[config.mk]
export PLATFORM = sky130hd
export DESIGN_NAME = cartridge_bank_mapper_core
export DESIGN_NICKNAME = d
export VERILOG_FILES = /design/src/rtl/cbm_pkg.sv /design/src/rtl/cbm_controller.sv /design/src/rtl/cbm_datapath.sv /design/src/rtl/cartridge_bank_mapper_core.sv
export SDC_FILE = /design/constraint.sdc
export NUM_CORES = 1
export LEC_CHECK = 0
export BUFFER_PORTS_ARGS = -buffer_cell sky130_fd_sc_hd__buf_2
export CORE_ASPECT_RATIO = 0.75
export CORE_MARGIN = 3
export CORE_UTILIZATION = 35
export CTS_CLUSTER_DIAMETER = 150
export DETAILED_ROUTE_END_ITERATION = 16
export GPL_TIMING_DRIVEN = 0
export PLACE_DENSITY_LB_ADDON = 0.12
export REMOVE_ABC_BUFFERS = 1
export SLEW_MARGIN = 20
export SYNTH_ARGS = -nofsm -noshare
export SYNTH_HDL_FRONTEND = slang
export SYNTH_HIERARCHICAL = 1
export SYNTH_SLANG_ARGS = --single-unit
[constraint.sdc]
create_clock -name aclk -period 5.7 [get_ports aclk]
set_input_delay 1.14 -clock aclk [delete_from_list [all_inputs] [get_ports aclk]]
set_output_delay 1.14 -clock aclk [all_outputs]
set_load 0.05 [all_outputs]
[src/rtl/cbm_pkg.sv]
`timescale 1ns / 1ps

package cbm_pkg;

    localparam int BANK_BITS     = 9;
    localparam int STEP_BITS     = 3;
    localparam int DIV_STEPS     = BANK_BITS / STEP_BITS;
    localparam int STEP_CNT_W    = $clog2(DIV_STEPS);
    localparam int ROM_COUNT_W   = 10;
    localparam int RAM_COUNT_W   = 5;
    localparam int RAM_BANK_W    = 4;
    localparam int ROM_OFFSET_W  = 14;
    localparam int RAM_OFFSET_W  = 13;
    localparam int ADDR_W        = 16;
    localparam int PHYS_W        = 23;
    localparam int DATA_W        = 8;
    localparam int CFG_INDEX_W   = 2;
    localparam int CFG_DATA_W    = 13;

    localparam logic [ROM_COUNT_W-1:0]  MAX_ROM_BANKS    = 10'd512;
    localparam logic [DATA_W-1:0]       RAM_ENABLE_KEY   = 8'h0A;

    localparam logic [ROM_COUNT_W-1:0]  ROM_COUNT_RESET  = 10'd2;
    localparam logic [RAM_COUNT_W-1:0]  RAM_COUNT_RESET  = 5'd0;
    localparam logic [RAM_OFFSET_W-1:0] RAM_ADDR_MASK_RESET = 13'h1FFF;

    localparam logic [CFG_INDEX_W-1:0]  CFG_ROM_BANK_COUNT = 2'd0;
    localparam logic [CFG_INDEX_W-1:0]  CFG_RAM_BANK_COUNT = 2'd1;
    localparam logic [CFG_INDEX_W-1:0]  CFG_RAM_ADDR_MASK  = 2'd2;
    localparam logic [CFG_INDEX_W-1:0]  CFG_RUMBLE_PRESENT = 2'd3;

    typedef enum logic [1:0] {
        TARGET_OPEN = 2'd0,
        TARGET_ROM  = 2'd1,
        TARGET_RAM  = 2'd2
    } target_t;

    typedef struct packed {
        logic load_item;
        logic div_step;
        logic load_result;
    } ctrl_cmd_t;

endpackage

[src/rtl/cbm_controller.sv]
`timescale 1ns / 1ps

module cbm_controller (
    input  logic               aclk,
    input  logic               aresetn,
    input  logic               s_valid,
    output logic               s_ready,
    output logic               m_valid,
    input  logic               m_ready,
    output cbm_pkg::ctrl_cmd_t cmd
);

    typedef enum logic [2:0] {
        ST_IDLE   = 3'b001,
        ST_DIV    = 3'b010,
        ST_FINISH = 3'b100
    } state_t;

    state_t                            state_reg, state_next;
    logic [cbm_pkg::STEP_CNT_W-1:0]    step_cnt_reg, step_cnt_next;
    logic                              m_valid_reg, m_valid_next;
    logic                              out_free;

    assign out_free = !m_valid_reg || m_ready;
    assign s_ready  = (state_reg == ST_IDLE);
    assign m_valid  = m_valid_reg;

    always_comb begin
        state_next    = state_reg;
        step_cnt_next = step_cnt_reg;
        m_valid_next  = m_valid_reg && !m_ready;
        cmd           = '0;
        case (state_reg)
            ST_IDLE: begin
                if (s_valid) begin
                    cmd.load_item = 1'b1;
                    step_cnt_next = '0;
                    state_next    = ST_DIV;
                end
            end
            ST_DIV: begin
                cmd.div_step  = 1'b1;
                step_cnt_next = step_cnt_reg + 1'b1;
                if (step_cnt_reg == cbm_pkg::STEP_CNT_W'(cbm_pkg::DIV_STEPS - 1)) begin
                    state_next = ST_FINISH;
                end
            end
            ST_FINISH: begin
                if (out_free) begin
                    cmd.load_result = 1'b1;
                    m_valid_next    = 1'b1;
                    state_next      = ST_IDLE;
                end
            end
            default: begin
                state_next = ST_IDLE;
            end
        endcase
    end

    always_ff @(posedge aclk) begin
        if (!aresetn) begin
            state_reg    <= ST_IDLE;
            step_cnt_reg <= '0;
            m_valid_reg  <= 1'b0;
        end else begin
            state_reg    <= state_next;
            step_cnt_reg <= step_cnt_next;
            m_valid_reg  <= m_valid_next;
        end
    end

endmodule

[src/rtl/cbm_datapath.sv]
`timescale 1ns / 1ps

module cbm_datapath (
    input  logic                                aclk,
    input  logic                                aresetn,
    input  cbm_pkg::ctrl_cmd_t                  cmd,
    input  logic                                cfg_valid,
    input  logic [cbm_pkg::CFG_INDEX_W-1:0]     cfg_index,
    input  logic [cbm_pkg::CFG_DATA_W-1:0]      cfg_data,
    input  logic                                s_command,
    input  logic [cbm_pkg::ADDR_W-1:0]          s_address,
    input  logic [cbm_pkg::DATA_W-1:0]          s_write_data,
    output logic [1:0]                          m_target,
    output logic [cbm_pkg::PHYS_W-1:0]          m_physical_address,
    output logic                                m_ram_write,
    output logic [cbm_pkg::DATA_W-1:0]          m_store_data
);

    localparam int BB = cbm_pkg::BANK_BITS;

    // configuration
    logic [cbm_pkg::ROM_COUNT_W-1:0]  rom_count_reg;
    logic [cbm_pkg::RAM_COUNT_W-1:0]  ram_count_reg;
    logic [cbm_pkg::RAM_OFFSET_W-1:0] ram_addr_mask_reg;
    logic                             rumble_reg;

    // bank state
    logic                             ram_enabled_reg;
    logic [7:0]                       rom_low_reg;
    logic                             rom_high_reg;
    logic [cbm_pkg::RAM_BANK_W-1:0]   ram_bank_reg;

    // latched item
    logic                             cmd_write_reg;
    logic [cbm_pkg::ADDR_W-1:0]       addr_reg;
    logic [cbm_pkg::DATA_W-1:0]       data_reg;

    // remainder unit
    logic [BB-1:0]                    quot_reg, quot_next;
    logic [BB-1:0]                    rem_reg, rem_next;
    logic [cbm_pkg::ROM_COUNT_W-1:0]  divisor_reg;

    // result
    logic [1:0]                       target_reg;
    logic [cbm_pkg::PHYS_W-1:0]       phys_reg;
    logic                             ram_write_reg;
    logic [cbm_pkg::DATA_W-1:0]       store_data_reg;

    logic                             s_in_ram;
    logic [cbm_pkg::ROM_COUNT_W-1:0]  rom_divisor;
    logic [BB:0]                      shifted;
    logic                             in_ram;
    logic                             ram_usable;
    cbm_pkg::target_t                 target_next;
    logic [cbm_pkg::PHYS_W-1:0]       phys_next;
    logic                             ram_write_next;
    logic [cbm_pkg::DATA_W-1:0]       store_data_next;
    logic [cbm_pkg::RAM_OFFSET_W-1:0] ram_offset;
    logic [BB-1:0]                    bank_rem;

    assign s_in_ram   = s_address inside {[16'hA000:16'hBFFF]};
    assign rom_divisor = (rom_count_reg > cbm_pkg::MAX_ROM_BANKS) ?
                         cbm_pkg::MAX_ROM_BANKS : rom_count_reg;

    // restoring remainder, several quotient bits per cycle
    always_comb begin
        rem_next  = rem_reg;
        quot_next = quot_reg;
        shifted   = '0;
        for (int i = 0; i < cbm_pkg::STEP_BITS; i++) begin
            shifted   = {rem_next, quot_next[BB-1]};
            quot_next = {quot_next[BB-2:0], 1'b0};
            if (shifted >= divisor_reg) begin
                shifted = shifted - divisor_reg;
            end
            rem_next = shifted[BB-1:0];
        end
    end

    assign in_ram     = addr_reg inside {[16'hA000:16'hBFFF]};
    assign ram_usable = (ram_count_reg != '0) && ram_enabled_reg;
    assign bank_rem   = (divisor_reg == '0) ? '0 : rem_reg;
    assign ram_offset = addr_reg[cbm_pkg::RAM_OFFSET_W-1:0] & ram_addr_mask_reg;

    always_comb begin
        target_next     = cbm_pkg::TARGET_OPEN;
        phys_next       = '0;
        ram_write_next  = 1'b0;
        store_data_next = '0;
        if (!cmd_write_reg && !addr_reg[15] && !addr_reg[14]) begin
            target_next = cbm_pkg::TARGET_ROM;
            phys_next   = cbm_pkg::PHYS_W'(addr_reg);
        end else if (!cmd_write_reg && !addr_reg[15]) begin
            target_next = cbm_pkg::TARGET_ROM;
            phys_next   = {bank_rem, addr_reg[cbm_pkg::ROM_OFFSET_W-1:0]};
        end else if (in_ram && ram_usable) begin
            target_next     = cbm_pkg::TARGET_RAM;
            phys_next       = cbm_pkg::PHYS_W'({bank_rem[cbm_pkg::RAM_BANK_W-1:0],
                                                ram_offset});
            ram_write_next  = cmd_write_reg;
            store_data_next = cmd_write_reg ? data_reg : '0;
        end
    end

    always_ff @(posedge aclk) begin
        if (!aresetn) begin
            rom_count_reg     <= cbm_pkg::ROM_COUNT_RESET;
            ram_count_reg     <= cbm_pkg::RAM_COUNT_RESET;
            ram_addr_mask_reg <= cbm_pkg::RAM_ADDR_MASK_RESET;
            rumble_reg        <= 1'b0;
            ram_enabled_reg   <= 1'b0;
            rom_low_reg       <= 8'd1;
            rom_high_reg      <= 1'b0;
            ram_bank_reg      <= '0;
        end else begin
            if (cfg_valid) begin
                case (cfg_index)
                    cbm_pkg::CFG_ROM_BANK_COUNT:
                        rom_count_reg <= cfg_data[cbm_pkg::ROM_COUNT_W-1:0];
                    cbm_pkg::CFG_RAM_BANK_COUNT:
                        ram_count_reg <= cfg_data[cbm_pkg::RAM_COUNT_W-1:0];
                    cbm_pkg::CFG_RAM_ADDR_MASK:
                        ram_addr_mask_reg <= cfg_data[cbm_pkg::RAM_OFFSET_W-1:0];
                    cbm_pkg::CFG_RUMBLE_PRESENT:
                        rumble_reg    <= cfg_data[0];
                    default: begin
                    end
                endcase
            end
            if (cmd.load_item && s_command && !s_address[15]) begin
                case (s_address[14:12])
                    3'b000, 3'b001:
                        ram_enabled_reg <= (s_write_data == cbm_pkg::RAM_ENABLE_KEY);
                    3'b010:
                        rom_low_reg <= s_write_data;
                    3'b011:
                        rom_high_reg <= s_write_data[0];
                    3'b100, 3'b101:
                        ram_bank_reg <= rumble_reg ? {1'b0, s_write_data[2:0]} :
                                                     s_write_data[3:0];
                    default: begin
                    end
                endcase
            end
        end
    end

    always_ff @(posedge aclk) begin
        if (cmd.load_item) begin
            cmd_write_reg <= s_command;
            addr_reg      <= s_address;
            data_reg      <= s_write_data;
            rem_reg       <= '0;
            if (s_in_ram) begin
                quot_reg    <= BB'(ram_bank_reg);
                divisor_reg <= cbm_pkg::ROM_COUNT_W'(ram_count_reg);
            end else begin
                quot_reg    <= {rom_high_reg, rom_low_reg};
                divisor_reg <= rom_divisor;
            end
        end else if (cmd.div_step) begin
            rem_reg  <= rem_next;
            quot_reg <= quot_next;
        end
        if (cmd.load_result) begin
            target_reg     <= target_next;
            phys_reg       <= phys_next;
            ram_write_reg  <= ram_write_next;
            store_data_reg <= store_data_next;
        end
    end

    assign m_target           = target_reg;
    assign m_physical_address = phys_reg;
    assign m_ram_write        = ram_write_reg;
    assign m_store_data       = store_data_reg;

endmodule

[src/rtl/cartridge_bank_mapper_core.sv]
`timescale 1ns / 1ps

// bank controller for game cartridges: each item is one cpu bus access that
// comes back as a rom or ram byte address, or as open bus while a register
// write updates the bank state. an item is taken while s_ready is high, the
// bank number is reduced modulo the rom or ram bank count by a shared
// remainder unit that retires three bits per cycle, and the result is
// registered once the output register is free. the next item is taken
// while a result still waits on m_ready. configuration writes are always
// accepted and should be made only while no item is in flight.
module cartridge_bank_mapper_core (
    input  logic                               aclk,
    input  logic                               aresetn,
    input  logic                               cfg_valid,
    output logic                               cfg_ready,
    input  logic [cbm_pkg::CFG_INDEX_W-1:0]    cfg_index,
    input  logic [cbm_pkg::CFG_DATA_W-1:0]     cfg_data,
    input  logic                               s_valid,
    output logic                               s_ready,
    input  logic                               s_command,
    input  logic [cbm_pkg::ADDR_W-1:0]         s_address,
    input  logic [cbm_pkg::DATA_W-1:0]         s_write_data,
    output logic                               m_valid,
    input  logic                               m_ready,
    output logic [1:0]                         m_target,
    output logic [cbm_pkg::PHYS_W-1:0]         m_physical_address,
    output logic                               m_ram_write,
    output logic [cbm_pkg::DATA_W-1:0]         m_store_data
);

    cbm_pkg::ctrl_cmd_t cmd;

    assign cfg_ready = 1'b1;

    cbm_controller u_controller (
        .aclk    (aclk),
        .aresetn (aresetn),
        .s_valid (s_valid),
        .s_ready (s_ready),
        .m_valid (m_valid),
        .m_ready (m_ready),
        .cmd     (cmd)
    );

    cbm_datapath u_datapath (
        .aclk               (aclk),
        .aresetn            (aresetn),
        .cmd                (cmd),
        .cfg_valid          (cfg_valid),
        .cfg_index          (cfg_index),
        .cfg_data           (cfg_data),
        .s_command          (s_command),
        .s_address          (s_address),
        .s_write_data       (s_write_data),
        .m_target           (m_target),
        .m_physical_address (m_physical_address),
        .m_ram_write        (m_ram_write),
        .m_store_data       (m_store_data)
    );

endmodule

==> flow_summary.toml, run 1 <==
[die]
core_sq_um = 18800
die_y_microns = 127
fp.dieW_microns = 167
io-pin-count = 82
die_area_sq_um = 21200
initial_utilization_pct = 36.3
rows = 43

[clock_tree]
cts_root_buf = "clkbuf_16"
h-tree-depth = 4
clkLatencyLatePin_ns = 0.42
cts_sinks = 136
clkTransAtPathRegs_ns = 0.06
cts_tree = "built"
numCtsBuffers = 17
clk_path_buf_depth = 2

[worst_setup_path]
rr_worst_depth = 23
cp_cell_sequence = "inv_1 -> ha_1 -> inv_1 -> fa_2 -> a21oi_2 -> o2111ai_1 -> o2111a_1 -> o22a_4 -> mux2_2 -> ha_2 -> a21oi_2 -> a31oi_2 -> o41ai_4 -> buf_6 -> mux2_2 -> ha_4 -> nand3_1 -> nand2_2 -> o21ai_0 -> a211o_2 -> buf_4 -> and2_1 -> a311oi_1"
setup.worst_path.end_class = "flop"
timing.rr.start = "u_datapath/quot_reg[8]"
crit_fanout = 6
cp-endpoint = "u_datapath/rem_reg[4]"
critPathLaunchType = "flop"
required_ns = 6.02
cp_slowest_cell = "o41ai_4"
timing.rr.end = "u_datapath/rem_reg[4]"
cp.arrival_ns = 5.72
startpoint = "u_datapath/quot_reg[8]"
rrSetupSlack_ns = 0.30
critPathKind = "reg2reg"
slowest_delay_ns = 0.40

[finish]
fill_cells = 1783
layout_common_cells = "86 x buf_2, 78 x edfxtp_1, 67 x nand2_1, 58 x dfxtp_1, 43 x nor2b_1"
drive_gt1_share_pct = 24.5
final_cell_area_sq_um = 8420
largest_reg_flops = 23
layout.nets = 833
area_growth_pct = 23.7
num_antenna_cells = 0
final_common_cell = "buf_2"

[synth]
ys_warn_count = 6
ys.flop_type = "edfxtp_1"
synth_cell_type_count = 63
syn_avg_cell_area_sq_um = 10.5
synth-async-reset-ratio_pct = 0
seq_area_frac_synth_pct = 51.5
synth_edf_count = 78
syn_inst = 647
netlist_area_sq_um = 6810
synth_seq_cells = 136

[timing]
period_share_pct = 94.8
final-max-slew-violation-count = 0
setup-violations-final = 0
rsz0062_at_grt = "no"
final-hold-violation-count = 0
tightest_slew_ns = 0.985
fin_skew_ns = 0.00874
fmax_mhz = 185
max_slew_margin_pct = 34.1
whs_ns = 0.458
min_period_ns = 5.40

[grt]
grt_pass1_vias = 5168
antenna_found_initial = 0
grt_overflow = 0
grt_max_degree = 52
grt_first_pass_wirelength_microns = 26600
track_usage_pct = 15.8

[power_and_ir_drop]
peakVddDrop_uv = 167
p_leak_nw = 3.33
power.density_nw_per_um2 = 321

[route]
ant_nets = 0
drt-pass1-iter-count = 4
viasPerCell = 5.02
drtIter0Drc = 323
via_count = 5094
detail_route.wl_per_cell_microns = 16.5
routed_wirelength_microns = 16700
drc_errors = 0

[job]
drv_cap = 0

[worst_hold_path]
min_path_type = "reg2reg"

[place]
hpwl_microns = 12300
port_buffers = 80
gp_congestion = 0.821
placed_area_sq_um = 7580

[outcome]
outcome = "finished clean"
## stage by stage
step	setup WS (ns)	util [%]	TNS, ns	instances	power, mW
after floorplan	-0.0166	-	-0.0930	624	1.42
after global placement	-2.43	39.5	-180.21	951	1.53
after detailed placement	-0.920	40.4	-6.16	965	1.55
after CTS	0.000349	44.0	0	1004	2.69
after global routing	0.0336	44.9	0	1014	2.83
final	0.298	44.9	0	1014	2.70
## area by class of cell
| class | count | area (sq um) | share of cell area (%) |
|---|---|---|---|
| clock inverters | 10 | 114 | 1.35 |
| repair buffers | 110 | 641 | 7.60 |
| flip-flops and latches | 136 | 3500 | 41.6 |
| clock buffers | 22 | 495 | 5.88 |
| inverters | 34 | 131 | 1.56 |
| multi-input cells | 455 | 3230 | 38.3 |
| well taps | 247 | 309 | 3.67 |
## cells by family (layout without fill, tap and decap cells)
| family | Yosys count | after routing | share of synthesized area [%] |
|---|---|---|---|
| and+or+nand+nor | 252 | 252 | 19.4 |
| buffers and inverters | 57 | 176 | 3.44 |
| other | 1 | 1 | 0.0551 |
| DFF | 136 | 136 | 51.5 |
| AOI/OAI and AO/OA | 114 | 115 | 11.4 |
| muxes | 38 | 38 | 5.72 |
| adders and majority gates | 34 | 34 | 6.58 |
| xor gates and xnor gates | 15 | 15 | 1.93 |
## repair_timing
| action | 4_1_cts | 5_1_grt |
|---|---|---|
| gates cloned | 0 | 2 |
| pin swaps | 3 | 3 |
| endpoints found under the hold margin | 0 | 0 |
| buffers inserted | 7 | 8 |
| hold buffers | 0 | 0 |
| gates resized for setup | 3 | 22 |
| setup endpoints to repair | 9 | 9 |
## worst min path at each step
stage | startpoint | endpoint | cells past startpoint
5_1_grt | u_controller/step_cnt_reg[0] | u_controller/step_cnt_reg[0] | 2
2_1_floorplan | u_datapath/ram_addr_mask_reg[10] | u_datapath/ram_addr_mask_reg[10] | 2
3_5_place_dp | u_controller/step_cnt_reg[0] | u_controller/step_cnt_reg[0] | 2
4_1_cts | u_controller/step_cnt_reg[0] | u_controller/step_cnt_reg[0] | 2
3_3_place_gp | u_controller/step_cnt_reg[0] | u_controller/step_cnt_reg[0] | 2
6_report | u_controller/step_cnt_reg[0] | u_controller/step_cnt_reg[0] | 2
## report_power, final
part | switching (mW) | internal (mW)
clock network | 0.411 | 0.706
registers | 0.0254 | 1.08
logic | 0.269 | 0.212
## critical path, delay by kind of cell, from the launching register on
family,cells,cell delay [ns]
buf+inv,4,0.50
mux,2,0.69
fa+ha+maj,4,1.17
compound gates,10,2.21
simple gates,3,0.36
flops,1,0.36
## synth_stat cells (5+ instances only)
cell type  count  share of area, %
edfxtp_1      78                34
nand2_1       68               3.7
dfxtp_1       58                17
nor2b_1       43               4.0
nor2_1        36               2.0
a21oi_1       35               2.6
inv_1         34               1.9
nand3_1       32               2.4
ha_1          31               5.7
mux2i_1       31               4.6
clkbuf_1      18              0.99
o21ai_0       15               1.1
and2_1        14               1.3
o21a_1        13               1.4
xnor2_1       11               1.4
and3_1        10              0.92
nor3_1        10              0.74
a21boi_0       9              0.99
a31oi_1        7              0.64
mux2_2         7               1.2
nand2b_1       6              0.55
nand4_1        5              0.46
nor3b_1        5              0.55
## metal layers
metal  wire length, microns  track usage [%]
met5                      0                0
met3                    790             3.55
met4                    174             4.46
met1                   8570             23.1
met2                   7210             23.5
(Power assumes the default switching activity.)
==> run 2: changes to the inputs <==
--- a/config.mk
+++ b/config.mk
@@ -9,6 +9,7 @@
 export CORE_ASPECT_RATIO = 0.75
 export CORE_MARGIN = 3
 export CORE_UTILIZATION = 35
+export CTS_BUF_LIST = sky130_fd_sc_hd__clkbuf_8
 export CTS_CLUSTER_DIAMETER = 150
 export DETAILED_ROUTE_END_ITERATION = 16
 export GPL_TIMING_DRIVEN = 0
==> run 2 against run 1 <==
  * Sequential cell count unchanged
  * Combinational power down 0.8%
  * Non-clock buffer count shrank 2
  * Sequential share of layout area increased by 1.1 points
  * Register-to-register slack worse by 0.07 ns
  * First-iteration DRC count grew 1.2%
  * Sequential power about the same
  * Design area down 2.5%
  * Die area unchanged
  * Total power down 10%
  * Global-route usage up 0.087 points
  * Fmax is 1.2% lower
  * Critical path type unchanged
  * Critical endpoint unchanged
==> flow_summary.toml, run 2 (synthesized netlist as in run 1, its figures left out) <==
[job]
drv_cap = 0

[clock_tree]
cts_hold_buf = 0
cts_root_buf = "clkbuf_8"
cts_sinks = 136
clkLatencyLatePin_ns = 0.45
cts_tree = "built"
clk_path_buf_depth = 2
numCtsBuffers = 17
clkTransAtPathRegs_ns = 0.07
h-tree-depth = 4

[finish]
drive_gt1_share_pct = 24.1
area_growth_pct = 20.6
final_common_cell = "buf_2"
layout.nets = 831
fin_cells = 1012
largest_reg_flops = 23
num_antenna_cells = 0
utilization_pct = 43.7
layout_common_cells = "86 x buf_2, 78 x edfxtp_1, 67 x nand2_1, 58 x dfxtp_1, 43 x nor2b_1"

[timing]
min_period_ns = 5.47
final-max-slew-violation-count = 0
fmax_mhz = 183
period_share_pct = 96.0
final-hold-violation-count = 0
setup-violations-final = 0
tightest_slew_ns = 0.996
max_slew_margin_pct = 33.3
fin_skew_ns = 0.0133

[route]
detail_route.wl_per_cell_microns = 16.5
drtIter0Drc = 327
viasPerCell = 4.99
drt-pass1-iter-count = 5
routed_wirelength_microns = 16700
ant_nets = 0
via_count = 5047
drc_errors = 0

[power_and_ir_drop]
combPwrFrac_pct = 19.7
clockPowerShare_pct = 34.8
peakVddDrop_uv = 125
seq_power_share_pct = 45.6
power_mw = 2.42
switching_share_pct = 27.5
power.switching_mw = 0.667
p_leak_nw = 3.24
power.density_nw_per_um2 = 295
p_int_mw = 1.76

[worst_setup_path]
timing.rr.start = "u_datapath/divisor_reg[0]"
crit_fanout = 6
critPathKind = "reg2reg"
cp.arrival_ns = 5.82
cp_top_family = "compound AO/OA/AOI/OAI gates"
rrSetupSlack_ns = 0.23
cp_cell_sequence = "ha_1 -> inv_1 -> fa_1 -> a21oi_2 -> o2111ai_1 -> o2111a_1 -> o22a_4 -> mux2_2 -> ha_2 -> a21oi_2 -> a31oi_1 -> o41ai_4 -> buf_6 -> mux2_2 -> ha_4 -> nand3_1 -> nand2_2 -> o21ai_0 -> a211o_2 -> buf_4 -> and2_1 -> a311oi_1"
setup.worst_path.end_class = "flop"
slowest_delay_ns = 0.43
required_ns = 6.05
rr_worst_depth = 22
timing.rr.end = "u_datapath/rem_reg[4]"
cp_slowest_cell = "edfxtp_1"
critPathLaunchType = "flop"
crit_buf_inv = 3

[grt]
grt_overflow = 0
grt_pass1_vias = 5155
track_usage_pct = 15.9
grt_first_pass_wirelength_microns = 26600
antenna_found_initial = 0
grt_max_degree = 52

[die]
fp.dieW_microns = 167
initial_utilization_pct = 36.3
die_area_sq_um = 21200
core_sq_um = 18800
io-pin-count = 82
die_y_microns = 127
rows = 43

[place]
dp_cells = 965
port_buffers = 80
gp_congestion = 0.821
hpwl_microns = 12300

[outcome]
outcome = "finished clean"

[worst_hold_path]
min_path_type = "reg2reg"
hp-start = "u_controller/step_cnt_reg[0]"
hold_depth = 2
min_to = "u_controller/step_cnt_reg[0]"
## run 2: what timing repair did
action,4_1_cts,5_1_grt
cloned,0,2
gates resized for setup,4,19
setup endpoints to repair,9,9
setup buffers,7,6
pin swaps,3,3
## run 2: final cells by class
| cell class | instances | area (sq um) |
|---|---|---|
| fill | 1808 | 10600 |
| sequential | 136 | 3500 |
| multi-input combinational | 455 | 3220 |
| timing repair buffer | 108 | 626 |
| tap | 247 | 309 |
| clock buffer | 20 | 275 |
| clock inverter | 12 | 148 |
| inverter | 34 | 128 |
## run 2: routing by layer
metal / up-vias / wire (microns) / global-route usage [%]
met5: - / 0 / 0
met4: 0 / 149 / 4.12
met3: 13 / 695 / 4.08
met2: 90 / 7200 / 23.5
met1: 2409 / 8610 / 23.2
li1: 2535 / - / -
## run 2: per-stage QoR
stage / hold WS, ns / setup TNS (ns) / setup WS, ns / instance area (sq um)
finish: 0.460 / 0 / 0.230 / 8210
detailed placement: 0.451 / -6.16 / -0.920 / 7580
floorplan: 0.439 / -0.0930 / -0.0166 / 6700
global route: 0.491 / -0.0274 / -0.0131 / 8210
CTS: 0.462 / 0 / 0.00427 / 8070
global placement: 0.447 / -180.21 / -2.43 / 7410
## run 2: worst reg2reg max path, delay by kind of cell (launching register included)
kind,cells,cell delay (ns)
compound gates,10,2.22
fa+ha+maj,4,1.24
buf+inv,3,0.41
flops,1,0.43
mux,2,0.70
simple gates,3,0.37
## run 2: worst max-delay path by stage
stage          cells past startpoint  slack (ns)                 startpoint                   endpoint
6_report                          22        0.23  u_datapath/divisor_reg[0]      u_datapath/rem_reg[4]
5_1_grt                           25       -0.01     u_datapath/quot_reg[8]      u_datapath/rem_reg[7]
4_1_cts                           24       0.004     u_datapath/quot_reg[8]      u_datapath/rem_reg[3]
3_5_place_dp                      23       -0.92  u_datapath/divisor_reg[0]      u_datapath/rem_reg[7]
3_3_place_gp                       8       -2.43                    s_valid  u_datapath/rom_low_reg[0]
2_1_floorplan                     25       -0.02     u_datapath/quot_reg[8]      u_datapath/rem_reg[7]
## run 2: power by group through the flow
stage	clock [mW]	sequential [mW]	combinational, mW
floorplan	0	1.12	0.307
global placement	0	1.13	0.407
detailed placement	0	1.13	0.427
CTS	0.870	1.10	0.443
global route	0.920	1.11	0.528
finish	0.842	1.10	0.477
==> run 3: changes to the inputs <==
--- a/config.mk
+++ b/config.mk
@@ -5,13 +5,13 @@
 export SDC_FILE = /design/constraint.sdc
 export NUM_CORES = 1
 export LEC_CHECK = 0
-export BUFFER_PORTS_ARGS = -buffer_cell sky130_fd_sc_hd__buf_2
 export CORE_ASPECT_RATIO = 0.75
 export CORE_MARGIN = 3
 export CORE_UTILIZATION = 35
 export CTS_BUF_LIST = sky130_fd_sc_hd__clkbuf_8
 export CTS_CLUSTER_DIAMETER = 150
 export DETAILED_ROUTE_END_ITERATION = 16
+export DONT_BUFFER_PORTS = 1
 export GPL_TIMING_DRIVEN = 0
 export PLACE_DENSITY_LB_ADDON = 0.12
 export REMOVE_ABC_BUFFERS = 1
==> run 3 against run 2 <==
  * Critical path depth did not move
  * Sequential cell count did not move
  * Highest routed layer unchanged
  * Largest power group unchanged
  * Die area did not move
  * Critical endpoint is now u_datapath/rem_reg[3]
==> flow_summary.toml, run 3 (synthesized netlist as in run 1, its figures left out) <==
[clock_tree]
clk_path_buf_depth = 2
cts_tree = "built"
numCtsBuffers = 17
h-tree-depth = 4
clkTransAtPathRegs_ns = 0.08
cts_sinks = 136
cts_root_buf = "clkbuf_8"
clkLatencyLatePin_ns = 0.44

[worst_setup_path]
crit_fanout = 8
crit_buf_inv = 3
critPathKind = "reg2reg"
cp_top_family = "compound AO/OA/AOI/OAI gates"
required_ns = 6.06
setup.worst_path.end_class = "flop"
slowest_delay_ns = 0.47
critPathLaunchType = "flop"
cp_cell_sequence = "ha_2 -> inv_1 -> fa_2 -> a21oi_4 -> o2111ai_1 -> o2111a_2 -> o22a_4 -> mux2i_2 -> fa_1 -> nand3_2 -> a31oi_2 -> o41ai_4 -> buf_6 -> mux2_2 -> ha_4 -> nand3_1 -> nand2_1 -> o21ai_1 -> a211o_2 -> buf_4 -> o21a_1 -> a211oi_2"
cp_slowest_cell = "edfxtp_1"
startpoint = "u_datapath/divisor_reg[0]"
cp.arrival_ns = 5.73
timing.rr.start = "u_datapath/divisor_reg[0]"

[die]
die_area_sq_um = 21200
die_y_microns = 127
core_sq_um = 18800
io-pin-count = 82
initial_utilization_pct = 36.3
rows = 43
fp.dieW_microns = 167

[timing]
period_share_pct = 94.1
fin_skew_ns = 0.0176
final-max-slew-violation-count = 0
max_slew_margin_pct = 34.5
setup-violations-final = 0
fmax_mhz = 186
final-hold-violation-count = 0
whs_ns = 0.465
rsz0062_at_grt = "no"
tightest_slew_ns = 0.978
min_period_ns = 5.37

[power_and_ir_drop]
power_mw = 2.38
p_leak_nw = 2.91
power.density_nw_per_um2 = 305
peakVddDrop_uv = 127

[place]
dp_cells = 885
port_buffers = 0
hpwl_microns = 12100
gp_congestion = 0.879

[grt]
antenna_found_initial = 0
grt_max_degree = 52
grt_first_pass_wirelength_microns = 26500
grt_pass1_vias = 4842
grt_overflow = 0
track_usage_pct = 15.9

[route]
detail_route.wl_per_cell_microns = 17.8
routed_wirelength_microns = 16500
via_count = 4793
viasPerCell = 5.16
drc_errors = 0
ant_nets = 0
drt-pass1-iter-count = 5
drtIter0Drc = 371

[finish]
layout_common_cells = "78 x edfxtp_1, 68 x nand2_1, 58 x dfxtp_1, 43 x nor2b_1, 35 x nor2_1"
layout.nets = 747
final_common_cell = "edfxtp_1"
area_growth_pct = 14.8
drive_gt1_share_pct = 15.3
fin_cells = 928
fill_cells = 1822
largest_reg_flops = 23
num_antenna_cells = 0

[outcome]
outcome = "finished clean"

[worst_hold_path]
min_path_type = "reg2reg"
hp-start = "u_controller/step_cnt_reg[0]"

[job]
drv_cap = 0
[run 3: changes by cell type in the layout (fill, tap and decap cells not counted), sizes merged]
cell / before / now
clkbuf: 20 / 17
buf: 108 / 24
clkinv: 5 / 4
clkinvlp: 0 / 3
inv: 38 / 39
[run 3: layer usage]
| layer | part of all wire [%] | GRT usage [%] |
|---|---|---|
| met1 | 50 | 23.0 |
| met2 | 42 | 23.0 |
| met3 | 7.3 | 5.20 |
| met4 | 0.76 | 4.36 |
| met5 | 0 | 0 |
[run 3: stage by stage]
stage,instance area (sq um),setup slack [ns],setup TNS [ns],util [%]
detailed placement,7190,-0.997,-7.08,38.3
floorplan,6700,-0.0166,-0.0930,-
global route,7810,0.0205,0,41.6
finish,7810,0.335,0,41.6
global placement,7010,-2.29,-176.66,37.3
CTS,7700,0.00476,0,41.0
[run 3: path summary, 6_finish.rpt]
kind / endpoint / depth (start not counted) / slack (ns)
max: u_datapath/rem_reg[3] / 22 / 0.33
min: u_controller/step_cnt_reg[0] / 2 / 0.46
min reg2reg: u_controller/step_cnt_reg[0] / 2 / 0.46
max reg2reg: u_datapath/rem_reg[3] / 22 / 0.33
[run 3: worst register-to-register path, cell delays in order (launching register included)]
cell and delay [ns]:
edfxtp_1 0.47, ha_2 0.23, inv_1 0.05, fa_2 0.37, a21oi_4 0.17, o2111ai_1 0.12, o2111a_2 0.20, o22a_4 0.26
mux2i_2 0.23, fa_1 0.46, nand3_2 0.13, a31oi_2 0.12, o41ai_4 0.36, buf_6 0.19, mux2_2 0.39, ha_4 0.31
nand3_1 0.08, nand2_1 0.16, o21ai_1 0.09, a211o_2 0.34, buf_4 0.17, o21a_1 0.19, a211oi_2 0.20
[run 3: layout make-up]
| cell class | instances | area [sq um] | share of cell area, % |
|---|---|---|---|
| sequential | 136 | 3500 | 44.8 |
| timing repair buffer | 24 | 204 | 2.61 |
| clock inverter | 15 | 176 | 2.26 |
| inverter | 34 | 131 | 1.68 |
| clock buffer | 17 | 234 | 2.99 |
| multi-input combinational | 455 | 3260 | 41.7 |
| tap | 247 | 309 | 3.96 |
[run 3: repair_timing]
| action | CTS | global route |
|---|---|---|
| pin swaps | 3 | 5 |
| resized for setup | 12 | 19 |
| setup buffers | 6 | 4 |
| hold endpoints to repair | 0 | 0 |
| hold buffers | 0 | 0 |
| endpoints found under the setup margin | 9 | 9 |
| cloned | 0 | 1 |
[run 3: power by group]
part | internal [mW] | total (mW) | switching (mW)
clock | 0.435 | 0.828 | 0.394
sequential | 1.08 | 1.10 | 0.0256
combinational | 0.195 | 0.448 | 0.253
total | 1.71 | 2.38 | 0.672
